--- src/rtl/core/lcwf_pkg.sv ---
package lcwf_pkg;

  // Field and datapath widths fixed by the data formats.
  localparam int RAW_W     = 24;
  localparam int AVG_W     = 24;
  localparam int WGT_W     = 36;
  localparam int CAL_W     = 24;
  localparam int LIM_W     = 16;
  localparam int DZ_W      = 21;
  localparam int CFG_IDX_W = 2;
  localparam int CFG_DAT_W = 24;

  // Tenths of a gram of a 36-bit Q.10 weight fit in 30 signed bits.
  localparam int TEN_W = 30;

  // Shared divider: 42-bit dividend, 24-bit divisor, up to 42 iterations.
  localparam int DIV_W  = 42;
  localparam int DIVR_W = 24;
  localparam int ITER_W = 6;

  // Average minus tare is shifted by this amount before the calibration divide.
  localparam int SCALE_SHIFT = 18;

  // Configuration register indexes.
  localparam logic [CFG_IDX_W-1:0] CFG_CAL_FACTOR = 2'd0;
  localparam logic [CFG_IDX_W-1:0] CFG_SPIKE_LIM  = 2'd1;
  localparam logic [CFG_IDX_W-1:0] CFG_DEAD_ZONE  = 2'd2;

  // Register values after reset.
  localparam logic [CAL_W-1:0] CAL_RESET = 24'd537600;
  localparam logic [LIM_W-1:0] LIM_RESET = 16'd150;
  localparam logic [DZ_W-1:0]  DZ_RESET  = 21'd2048;

  // Result kind codes.
  localparam logic KIND_WEIGHT = 1'b0;
  localparam logic KIND_TARE   = 1'b1;

  typedef enum logic [3:0] {
    S_IDLE,
    S_AVG,
    S_AVG_WAIT,
    S_SCALE,
    S_SCALE_WAIT,
    S_DEAD,
    S_TENTHS,
    S_SPIKE,
    S_EMIT
  } state_t;

  // Request to the shared divider.
  typedef struct packed {
    logic              start;
    logic [ITER_W-1:0] iters;
    logic [DIV_W-1:0]  dividend;
    logic [DIVR_W-1:0] divisor;
  } div_req_t;

  // Response of the shared divider.
  typedef struct packed {
    logic             done;
    logic [DIV_W-1:0] quotient;
  } div_rsp_t;

  // Q.10 grams to tenths of a gram, truncated toward zero.
  function automatic logic signed [TEN_W-1:0] tenths(input logic signed [WGT_W-1:0] w);
    logic [WGT_W-1:0] mag;
    logic [WGT_W+3:0] prod;
    logic [TEN_W-1:0] quo;
    mag  = w[WGT_W-1] ? WGT_W'(-w) : w;
    prod = ({4'b0, mag} << 3) + ({4'b0, mag} << 1);
    quo  = prod[TEN_W+9:10];
    return w[WGT_W-1] ? (TEN_W'(0) - quo) : quo;
  endfunction

endpackage

--- src/rtl/core/lcwf_in_if.sv ---
interface lcwf_in_if;
  logic                       valid;
  logic                       ready;
  logic [lcwf_pkg::RAW_W-1:0] raw_word;
  logic                       read_ok;
  logic                       tare_group;
  logic                       last_in_group;

  modport source (output valid, raw_word, read_ok, tare_group, last_in_group, input ready);
  modport sink   (input valid, raw_word, read_ok, tare_group, last_in_group, output ready);
endinterface

--- src/rtl/core/lcwf_out_if.sv ---
interface lcwf_out_if;
  logic                              valid;
  logic                              ready;
  logic                              result_kind;
  logic                              success;
  logic signed [lcwf_pkg::WGT_W-1:0] weight_q10;
  logic                              spike_held;
  logic signed [lcwf_pkg::AVG_W-1:0] average;

  modport source (output valid, result_kind, success, weight_q10, spike_held, average,
                  input ready);
  modport sink   (input valid, result_kind, success, weight_q10, spike_held, average,
                  output ready);
endinterface

--- src/rtl/core/lcwf_cfg_if.sv ---
interface lcwf_cfg_if;
  logic                           valid;
  logic                           ready;
  logic [lcwf_pkg::CFG_IDX_W-1:0] index;
  logic [lcwf_pkg::CFG_DAT_W-1:0] data;

  modport source (output valid, index, data, input ready);
  modport sink   (input valid, index, data, output ready);
endinterface

--- src/rtl/core/load_cell_weigh_filter_top.sv ---
// Load-cell weigh filter.
// Input channel "samples": one word per converter reading (raw 24-bit value, a good-read
// flag, the group kind and an end-of-group mark). Output channel "results": one word per
// finished group with the kind, a success flag, the Q.10 weight, a spike flag and the
// group average. Channel "cfg" writes the calibration factor, spike limit and dead zone;
// it is always ready and should only be used while no group result is pending.
// A word that does not close a group leaves the block ready, so such words stream at one
// per cycle. A group closes on the end mark or on its MAX_GROUP-th word; from that word
// until its result is loaded the block is not ready. Closing words run through one shared
// restoring divider at one quotient bit per cycle: the average takes 24 + clog2(MAX_GROUP)
// steps, the calibration scaling 42 steps. A tare group's result follows the average divide;
// a weigh group's follows the scaling divide and the dead-zone, tenths and spike steps;
// either is loaded when the output register is free. A group with no good reading skips
// the divider and reports failure once the output register is free.
// The result sits in an output register; if the receiver stalls, the block waits with
// the next result until that register is free and takes no input meanwhile.
// Reset clears the running sum, counts, tare offset and last weight, and restores the
// register defaults.
module load_cell_weigh_filter_top #(
  parameter int MAX_GROUP = 32
) (
  input  logic        clk,
  input  logic        rst,
  lcwf_in_if.sink     samples,
  lcwf_out_if.source  results,
  lcwf_cfg_if.sink    cfg
);
  import lcwf_pkg::*;

  localparam int SumW     = RAW_W + $clog2(MAX_GROUP);
  localparam int CntW     = $clog2(MAX_GROUP + 1);
  localparam int AvgShift = DIV_W - SumW;

  state_t state, state_next;

  // Configuration registers.
  logic [CAL_W-1:0] cal_factor_q8;
  logic [LIM_W-1:0] spike_limit;
  logic [DZ_W-1:0]  dead_zone_q10;

  // Group and filter state.
  logic signed [SumW-1:0]  sample_sum;
  logic [CntW-1:0]         samples_seen;
  logic [CntW-1:0]         good_count;
  logic                    is_tare;
  logic                    group_ok;
  logic signed [AVG_W-1:0] avg;
  logic signed [AVG_W-1:0] tare_value;
  logic signed [WGT_W-1:0] last_weight;
  logic signed [WGT_W-1:0] weight;
  logic                    held;
  logic signed [TEN_W-1:0] ten_new;
  logic signed [TEN_W-1:0] ten_last;

  // Output register.
  logic                    out_valid;
  logic                    out_kind;
  logic                    out_success;
  logic signed [WGT_W-1:0] out_weight;
  logic                    out_held;
  logic signed [AVG_W-1:0] out_average;

  // Datapath helpers.
  logic                    in_acc;
  logic                    emit_load;
  logic                    group_end;
  logic signed [SumW-1:0]  sample_ext;
  logic signed [SumW-1:0]  sum_acc;
  logic [CntW-1:0]         good_acc;
  logic [SumW-1:0]         sum_mag;
  logic signed [AVG_W:0]   diff;
  logic [AVG_W-1:0]        diff_mag;
  logic [CAL_W-1:0]        cal_eff;
  logic signed [WGT_W-1:0] weight_sat;
  logic signed [WGT_W:0]   neg_dz;
  logic signed [TEN_W:0]   ten_diff;
  logic [TEN_W:0]          ten_mag;
  div_req_t                div_req;
  div_rsp_t                div_rsp;

  lcwf_div u_div (
    .clk (clk),
    .rst (rst),
    .req (div_req),
    .rsp (div_rsp)
  );

  // Handshakes.
  assign cfg.ready     = 1'b1;
  assign samples.ready = (state == S_IDLE);
  assign in_acc        = samples.valid && samples.ready;
  assign emit_load     = (state == S_EMIT) && (!out_valid || results.ready);

  // Accumulation of one incoming word.
  assign sample_ext = SumW'($signed(samples.raw_word));
  assign sum_acc    = samples.read_ok ? sample_sum + sample_ext : sample_sum;
  assign good_acc   = good_count + CntW'(samples.read_ok);
  assign group_end  = samples.last_in_group || (samples_seen == CntW'(MAX_GROUP - 1));

  // Operand magnitudes for the divider.
  assign sum_mag  = sample_sum[SumW-1] ? SumW'(-sample_sum) : sample_sum;
  assign diff     = {avg[AVG_W-1], avg} - {tare_value[AVG_W-1], tare_value};
  assign diff_mag = diff[AVG_W] ? AVG_W'(-diff) : diff[AVG_W-1:0];
  assign cal_eff  = (cal_factor_q8 == '0) ? CAL_W'(1) : cal_factor_q8;

  // Saturate the scaled quotient to the signed weight range.
  always_comb begin
    if (div_rsp.quotient[DIV_W-1:WGT_W-1] != '0) begin
      weight_sat = diff[AVG_W] ? {1'b1, {(WGT_W-1){1'b0}}} : {1'b0, {(WGT_W-1){1'b1}}};
    end else if (diff[AVG_W]) begin
      weight_sat = WGT_W'(0) - {1'b0, div_rsp.quotient[WGT_W-2:0]};
    end else begin
      weight_sat = {1'b0, div_rsp.quotient[WGT_W-2:0]};
    end
  end

  assign neg_dz   = (WGT_W + 1)'(0) - {{(WGT_W + 1 - DZ_W){1'b0}}, dead_zone_q10};
  assign ten_diff = {ten_new[TEN_W-1], ten_new} - {ten_last[TEN_W-1], ten_last};
  assign ten_mag  = ten_diff[TEN_W] ? (TEN_W + 1)'(-ten_diff) : ten_diff;

  // State register.
  always_ff @(posedge clk) begin
    if (rst) begin
      state <= S_IDLE;
    end else begin
      state <= state_next;
    end
  end

  // Next state and divider requests.
  always_comb begin
    state_next       = state;
    div_req.start    = 1'b0;
    div_req.iters    = ITER_W'(SumW);
    div_req.dividend = DIV_W'(sum_mag) << AvgShift;
    div_req.divisor  = DIVR_W'(good_count);
    unique case (state)
      S_IDLE: begin
        if (in_acc && group_end) begin
          state_next = (good_acc != '0) ? S_AVG : S_EMIT;
        end
      end
      S_AVG: begin
        div_req.start = 1'b1;
        state_next    = S_AVG_WAIT;
      end
      S_AVG_WAIT: begin
        if (div_rsp.done) begin
          state_next = is_tare ? S_EMIT : S_SCALE;
        end
      end
      S_SCALE: begin
        div_req.start    = 1'b1;
        div_req.iters    = ITER_W'(DIV_W);
        div_req.dividend = {diff_mag, {SCALE_SHIFT{1'b0}}};
        div_req.divisor  = cal_eff;
        state_next       = S_SCALE_WAIT;
      end
      S_SCALE_WAIT: begin
        if (div_rsp.done) begin
          state_next = S_DEAD;
        end
      end
      S_DEAD:   state_next = S_TENTHS;
      S_TENTHS: state_next = S_SPIKE;
      S_SPIKE:  state_next = S_EMIT;
      S_EMIT: begin
        if (emit_load) begin
          state_next = S_IDLE;
        end
      end
      default: state_next = S_IDLE;
    endcase
  end

  // Configuration writes; an unknown index is ignored.
  always_ff @(posedge clk) begin
    if (rst) begin
      cal_factor_q8 <= CAL_RESET;
      spike_limit   <= LIM_RESET;
      dead_zone_q10 <= DZ_RESET;
    end else if (cfg.valid && cfg.ready) begin
      unique case (cfg.index)
        CFG_CAL_FACTOR: cal_factor_q8 <= cfg.data;
        CFG_SPIKE_LIM:  spike_limit   <= cfg.data[LIM_W-1:0];
        CFG_DEAD_ZONE:  dead_zone_q10 <= cfg.data[DZ_W-1:0];
        default: ;
      endcase
    end
  end

  // Group accumulation and persistent filter state.
  always_ff @(posedge clk) begin
    if (rst) begin
      sample_sum   <= '0;
      samples_seen <= '0;
      good_count   <= '0;
      tare_value   <= '0;
      last_weight  <= '0;
    end else if (in_acc) begin
      sample_sum   <= sum_acc;
      good_count   <= good_acc;
      samples_seen <= group_end ? '0 : samples_seen + CntW'(1);
    end else if (emit_load) begin
      sample_sum <= '0;
      good_count <= '0;
      if (group_ok && is_tare) begin
        tare_value <= avg;
      end else if (group_ok) begin
        last_weight <= weight;
      end
    end
  end

  // Per-group working registers.
  always_ff @(posedge clk) begin
    if (in_acc && group_end) begin
      is_tare  <= samples.tare_group;
      group_ok <= (good_acc != '0);
      held     <= 1'b0;
    end
    if (state == S_AVG_WAIT && div_rsp.done) begin
      avg <= sample_sum[SumW-1] ? AVG_W'(0) - div_rsp.quotient[AVG_W-1:0]
                                : div_rsp.quotient[AVG_W-1:0];
    end
    if (state == S_SCALE_WAIT && div_rsp.done) begin
      weight <= weight_sat;
    end
    // Readings just below zero read as zero.
    if (state == S_DEAD && weight[WGT_W-1] &&
        ($signed({weight[WGT_W-1], weight}) > neg_dz)) begin
      weight <= '0;
    end
    if (state == S_TENTHS) begin
      ten_new  <= tenths(weight);
      ten_last <= tenths(last_weight);
    end
    // A jump beyond the limit repeats the last weight.
    if (state == S_SPIKE && ten_mag > (TEN_W + 1)'(spike_limit)) begin
      weight <= last_weight;
      held   <= 1'b1;
    end
  end

  // Output register.
  always_ff @(posedge clk) begin
    if (rst) begin
      out_valid <= 1'b0;
    end else if (emit_load) begin
      out_valid <= 1'b1;
    end else if (results.ready) begin
      out_valid <= 1'b0;
    end
  end

  always_ff @(posedge clk) begin
    if (emit_load) begin
      out_kind    <= is_tare ? KIND_TARE : KIND_WEIGHT;
      out_success <= group_ok;
      out_average <= group_ok ? avg : '0;
      out_weight  <= (group_ok && !is_tare) ? weight : '0;
      out_held    <= group_ok && !is_tare && held;
    end
  end

  assign results.valid       = out_valid;
  assign results.result_kind = out_kind;
  assign results.success     = out_success;
  assign results.weight_q10  = out_weight;
  assign results.spike_held  = out_held;
  assign results.average     = out_average;

endmodule

--- src/rtl/core/lcwf_div.sv ---
module lcwf_div (
  input  logic               clk,
  input  logic               rst,
  input  lcwf_pkg::div_req_t req,
  output lcwf_pkg::div_rsp_t rsp
);
  import lcwf_pkg::*;

  logic              busy;
  logic              done;
  logic [ITER_W-1:0] cnt;
  logic [DIVR_W-1:0] rem;
  logic [DIVR_W-1:0] dvs;
  logic [DIV_W-1:0]  quo;
  logic [DIVR_W:0]   trial;
  logic              fits;

  // One restoring step: bring down the next dividend bit and try the subtract.
  assign trial = {rem, quo[DIV_W-1]};
  assign fits  = trial >= {1'b0, dvs};

  // Iteration control.
  always_ff @(posedge clk) begin
    if (rst) begin
      busy <= 1'b0;
      done <= 1'b0;
      cnt  <= '0;
    end else begin
      done <= 1'b0;
      if (req.start) begin
        busy <= 1'b1;
        cnt  <= req.iters;
      end else if (busy) begin
        cnt <= cnt - ITER_W'(1);
        if (cnt == ITER_W'(1)) begin
          busy <= 1'b0;
          done <= 1'b1;
        end
      end
    end
  end

  // Remainder and quotient shift register; the dividend shifts out as quotient bits enter.
  always_ff @(posedge clk) begin
    if (req.start) begin
      rem <= '0;
      quo <= req.dividend;
      dvs <= req.divisor;
    end else if (busy) begin
      rem <= fits ? DIVR_W'(trial - {1'b0, dvs}) : trial[DIVR_W-1:0];
      quo <= {quo[DIV_W-2:0], fits};
    end
  end

  assign rsp.done     = done;
  assign rsp.quotient = quo;

endmodule
--- src/flat_wrapper.sv ---
// flat-port wrapper written by rule: the top's interface ports become plain ports
module load_cell_weigh_filter_top_flat import lcwf_pkg::*;
#(
  parameter int MAX_GROUP = 32
)
  (clk, rst, samples_valid, samples_raw_word, samples_read_ok, samples_tare_group, samples_last_in_group, samples_ready, results_valid, results_result_kind, results_success, results_weight_q10, results_spike_held, results_average, results_ready, cfg_valid, cfg_index, cfg_data, cfg_ready);
  lcwf_in_if samples_i ();
  lcwf_out_if results_i ();
  lcwf_cfg_if cfg_i ();
  input  logic clk;
  input  logic rst;
  input wire logic [$bits(samples_i.valid)-1:0] samples_valid;
  input wire logic [$bits(samples_i.raw_word)-1:0] samples_raw_word;
  input wire logic [$bits(samples_i.read_ok)-1:0] samples_read_ok;
  input wire logic [$bits(samples_i.tare_group)-1:0] samples_tare_group;
  input wire logic [$bits(samples_i.last_in_group)-1:0] samples_last_in_group;
  output wire logic [$bits(samples_i.ready)-1:0] samples_ready;
  output wire logic [$bits(results_i.valid)-1:0] results_valid;
  output wire logic [$bits(results_i.result_kind)-1:0] results_result_kind;
  output wire logic [$bits(results_i.success)-1:0] results_success;
  output wire logic [$bits(results_i.weight_q10)-1:0] results_weight_q10;
  output wire logic [$bits(results_i.spike_held)-1:0] results_spike_held;
  output wire logic [$bits(results_i.average)-1:0] results_average;
  input wire logic [$bits(results_i.ready)-1:0] results_ready;
  input wire logic [$bits(cfg_i.valid)-1:0] cfg_valid;
  input wire logic [$bits(cfg_i.index)-1:0] cfg_index;
  input wire logic [$bits(cfg_i.data)-1:0] cfg_data;
  output wire logic [$bits(cfg_i.ready)-1:0] cfg_ready;
  assign samples_i.valid = samples_valid;
  assign samples_i.raw_word = samples_raw_word;
  assign samples_i.read_ok = samples_read_ok;
  assign samples_i.tare_group = samples_tare_group;
  assign samples_i.last_in_group = samples_last_in_group;
  assign samples_ready = samples_i.ready;
  assign results_valid = results_i.valid;
  assign results_result_kind = results_i.result_kind;
  assign results_success = results_i.success;
  assign results_weight_q10 = results_i.weight_q10;
  assign results_spike_held = results_i.spike_held;
  assign results_average = results_i.average;
  assign results_i.ready = results_ready;
  assign cfg_i.valid = cfg_valid;
  assign cfg_i.index = cfg_index;
  assign cfg_i.data = cfg_data;
  assign cfg_ready = cfg_i.ready;
  load_cell_weigh_filter_top #(.MAX_GROUP(MAX_GROUP)) u_core (.clk(clk), .rst(rst), .samples(samples_i), .results(results_i), .cfg(cfg_i));
endmodule
--- config.mk ---
export PLATFORM = sky130hd
export DESIGN_NAME = load_cell_weigh_filter_top_flat
export DESIGN_NICKNAME = d
export VERILOG_FILES = /design/src/rtl/core/lcwf_pkg.sv /design/src/rtl/core/lcwf_in_if.sv /design/src/rtl/core/lcwf_out_if.sv /design/src/rtl/core/lcwf_cfg_if.sv /design/src/rtl/core/load_cell_weigh_filter_top.sv /design/src/rtl/core/lcwf_div.sv /design/src/flat_wrapper.sv
export SDC_FILE = /design/constraint.sdc
export NUM_CORES = 2
export LEC_CHECK = 0
export ABC_AREA = 1
export BUFFER_PORTS_ARGS = -buffer_cell sky130_fd_sc_hd__clkbuf_2
export CAP_MARGIN = 20
export CORE_ASPECT_RATIO = 0.75
export CORE_MARGIN = 3
export CORE_UTILIZATION = 34
export CTS_BUF_LIST = sky130_fd_sc_hd__clkbuf_2
export CTS_CLUSTER_DIAMETER = 30
export DETAILED_ROUTE_END_ITERATION = 10
export SLEW_MARGIN = 20
export SYNTH_ARGS = -nofsm -noshare
export SYNTH_HDL_FRONTEND = slang
export SYNTH_SLANG_ARGS = --single-unit
--- constraint.sdc ---
create_clock -name clk -period 6 [get_ports clk]
set_clock_uncertainty 0.15 [all_clocks]
set_input_delay 0.6 -clock clk [delete_from_list [all_inputs] [get_ports clk]]
set_output_delay 0.6 -clock clk [all_outputs]
set_load 0.01 [all_outputs]
==> impl_metrics.ini <==
[sta]
max_slew_margin_pct = 27.52
finalHoldViolCount = 0
tightest_slew_ns = 1.083
setup_viol = 0
drv_slew = 0
fmax_ghz = 0.1797
post-route-period-util_pct = 92.73
rsz0062_at_grt = no
fin_crit_ns = 5.564

[clock_tree]
htree_num_levels = 3
clockBufferDepth = 3
clk_pin_slew_ns = 0.12
numCtsBuffers = 119
root_buffer = clkbuf_2
cts.sinks = 451
cts_tree = built
clk_latency_ns = 1.41

[global_routing]
grt_pass1_wl_um = 189200
grt_overflow = 0
grt_util_all_layers_pct = 21.72
grt_max_degree = 57
grt_antenna_before_repair = 3
grt_pass1_vias = 33047

[hold_path]
hold-path-endpoint = u_core.sample_sum[1]
hold_path_depth = 5
hp-class = in -> reg
hp-start = samples_raw_word[1]

[layout]
nNetsFinal = 5871
layout_common_cells = 1196 x nand2_1, 754 x inv_1, 627 x nor2_1, 399 x a21oi_1, 349 x o21ai_0
fin_area_um2 = 41120
drive_gt1_share_pct = 8.405
area_growth_pct = 14.36
layout_commonest_cell = nand2_1
utilization_pct = 39.54

[synth]
yosys.area.top_type = edfxtp_1
yosysTopAreaCellShare_pct = 20.96
ys_top_cells_by_area = edfxtp_1 21%, nand2_1 12%, dfxtp_1 11%
syn_inst = 5264
yosysSeqAreaShare_pct = 32.10
synthesis.nets = 5564
synth-seq-cells = 451
synth_cell_types = 58
synthFlopType = edfxtp_1
postSynthAreaPerCell_um2 = 6.831
yosys_warnings = 0
synth_edf_count = 251
async_flop_share_pct = 0
mappedNetlistArea_um2 = 35960

[floorplan]
die_h_um = 287.6
rows = 102
dieArea_um2 = 109700
io_pins = 124
core_area_um2 = 104000
initial_core_util_pct = 34.57
die_w_um = 381.5

[setup_path]
reg2regPathDepth = 29
cp-end-kind = flop
worstSetupStartpointType = flop
startpoint = u_core.weight[0]
cp_slowest_cell = edfxtp_1
worstSetupPathType = reg -> reg
slowest_delay_ns = 0.43
required_ns = 6.94
cp.arrival_ns = 6.51
worst_r2r_startpoint = u_core.weight[0]
worstPathMaxFanout = 4
timing.reg2reg.setup_slack_ns = 0.44
worstReg2RegEnd = u_core.ten_new[28]

[place]
detailed_place_hpwl_um = 95130
io_buffers = 122
postPlaceCellArea_um2 = 38260
place_congestion = 0.9704

[detailed_routing]
drtIter0Drc = 3571
routed_via_density = 5.141
drtPass1Iterations = 7
drc_errors = 0
drt_wl_total_um = 122200
ant_nets = 0
num_vias = 36419
wl_per_cell_um = 17.25

[pwr]
leakagePower_nw = 19.27
ir_drop_v = 0.0001992
power.total_mw = 10.65
power_density_nw_per_um2 = 259.0

[flow_run]
maxCapViolCount = 0

[outcome]
status = complete, no violations
how the worst max path moves through the flow:
| stage | to | slack (ns) | cells past startpoint |
|---|---|---|---|
| detailed placement | u_core.ten_new[29] | 0.06 | 27 |
| floorplan | u_core.weight[0] | 0.32 | 35 |
| global route | u_core.weight[11] | 0.01 | 33 |
| finish | u_core.ten_new[28] | 0.44 | 29 |
| CTS | u_core.ten_new[29] | 0.19 | 27 |
| global placement | u_core.ten_new[29] | -0.03 | 27 |
sequential cells by signal (all words and copies together), names as in the netlist, 29 cells and up:
register                   flops
u_core.ten_last               30
u_core.u_div.quo              42
u_core.ten_new                30
u_core.sample_sum             29
u_core.last_weight            36
u_core.weight                 36
u_core.results.weight_q10     36
through the flow:
stage                     hold WS [ns]  std cells  setup WS, ns  setup TNS, ns
after global placement          0.2882       6710      -0.03498       -0.03498
after detailed placement        0.2944       6710       0.05687              0
after floorplan                 0.2734       5264        0.3198              0
after CTS                     0.003566       7075        0.1878              0
after global routing           0.04794       7084       0.01297              0
final                           0.1557       7084        0.4362              0
what timing repair did:
action,4_1_cts,5_1_grt
hold endpoints to repair,134,0
buffers inserted,0,3
hold buffers,140,0
pin swaps,0,6
resized for setup,1,20
endpoints found under the setup margin,1,15
cell usage after synthesis (6+ instances only):
| cell type | number |
|---|---|
| o22ai_1 | 10 |
| o211ai_1 | 46 |
| a21boi_0 | 10 |
| a22oi_1 | 8 |
| inv_2 | 6 |
| inv_1 | 759 |
| clkbuf_1 | 115 |
| nand2_2 | 22 |
| nand3_1 | 289 |
| and2_1 | 6 |
| a211oi_1 | 37 |
| o31ai_1 | 13 |
| nor3_1 | 87 |
| o21bai_1 | 21 |
| nand4_1 | 92 |
| o21ai_0 | 349 |
| edfxtp_1 | 251 |
| xnor2_1 | 52 |
| dfxtp_1 | 200 |
| nand2_1 | 1196 |
| nor2_1 | 632 |
| a21oi_1 | 399 |
| a21o_1 | 18 |
| xor2_1 | 198 |
| nor2_2 | 8 |
| buf_1 | 12 |
| a31oi_1 | 39 |
| nor4_1 | 34 |
| o21a_1 | 10 |
| ha_1 | 238 |
| or2_2 | 19 |
| nand3b_1 | 30 |
area by class of cell:
cell class,instances,area [um2]
multi-input combinational,3908,21130
clock buffer,168,840.8
fill,11084,62890
tap,1404,1757
sequential,451,11540
timing repair buffer,321,2487
inverter,770,2890
clock inverter,57,466.7
antenna,5,12.51
kinds of logic (layout without fill, tap and decap cells):
| group | Yosys count | in the layout | share of synthesized area, % |
|---|---|---|---|
| xor+xnor | 250 | 250 | 6.089 |
| compound gates | 985 | 985 | 15.27 |
| flops | 451 | 451 | 32.10 |
| fa+ha+maj | 242 | 242 | 8.504 |
| other cells | 1 | 6 | 0.01043 |
| simple gates | 2430 | 2430 | 28.48 |
| buf+inv | 905 | 1316 | 9.548 |
report_power, final:
part	total [mW]	internal [mW]	switching (mW)	leakage [nW]
registers	4.16	3.78	0.380	3.92
clock network	2.62	1.13	1.48	0.941
logic	3.88	1.34	2.54	14.4
total	10.6	6.24	4.40	19.3
critical path, delay by kind of cell, from the launching register on:
kind                       cells  cell delay, ns
DFF                            1            0.43
AOI/OAI and AO/OA              2            0.37
and+or+nand+nor               20            3.03
buffers and inverters          4            0.43
adders and majority gates      2            0.53
xor gates and xnor gates       1            0.30
per-layer routing:
layer | vias up | GRT usage [%] | part of all wire, % | routed length [um]
met1 | 16727 | 34.33 | 51 | 62050
met5 | - | 0 | 0 | 0
met4 | 0 | 3.761 | 1.1 | 1351
met2 | 1422 | 29.13 | 38 | 45840
met3 | 126 | 5.595 | 11 | 12960
li1 | 18144 | - | - | -
Power figures use the tool's default switching activity.
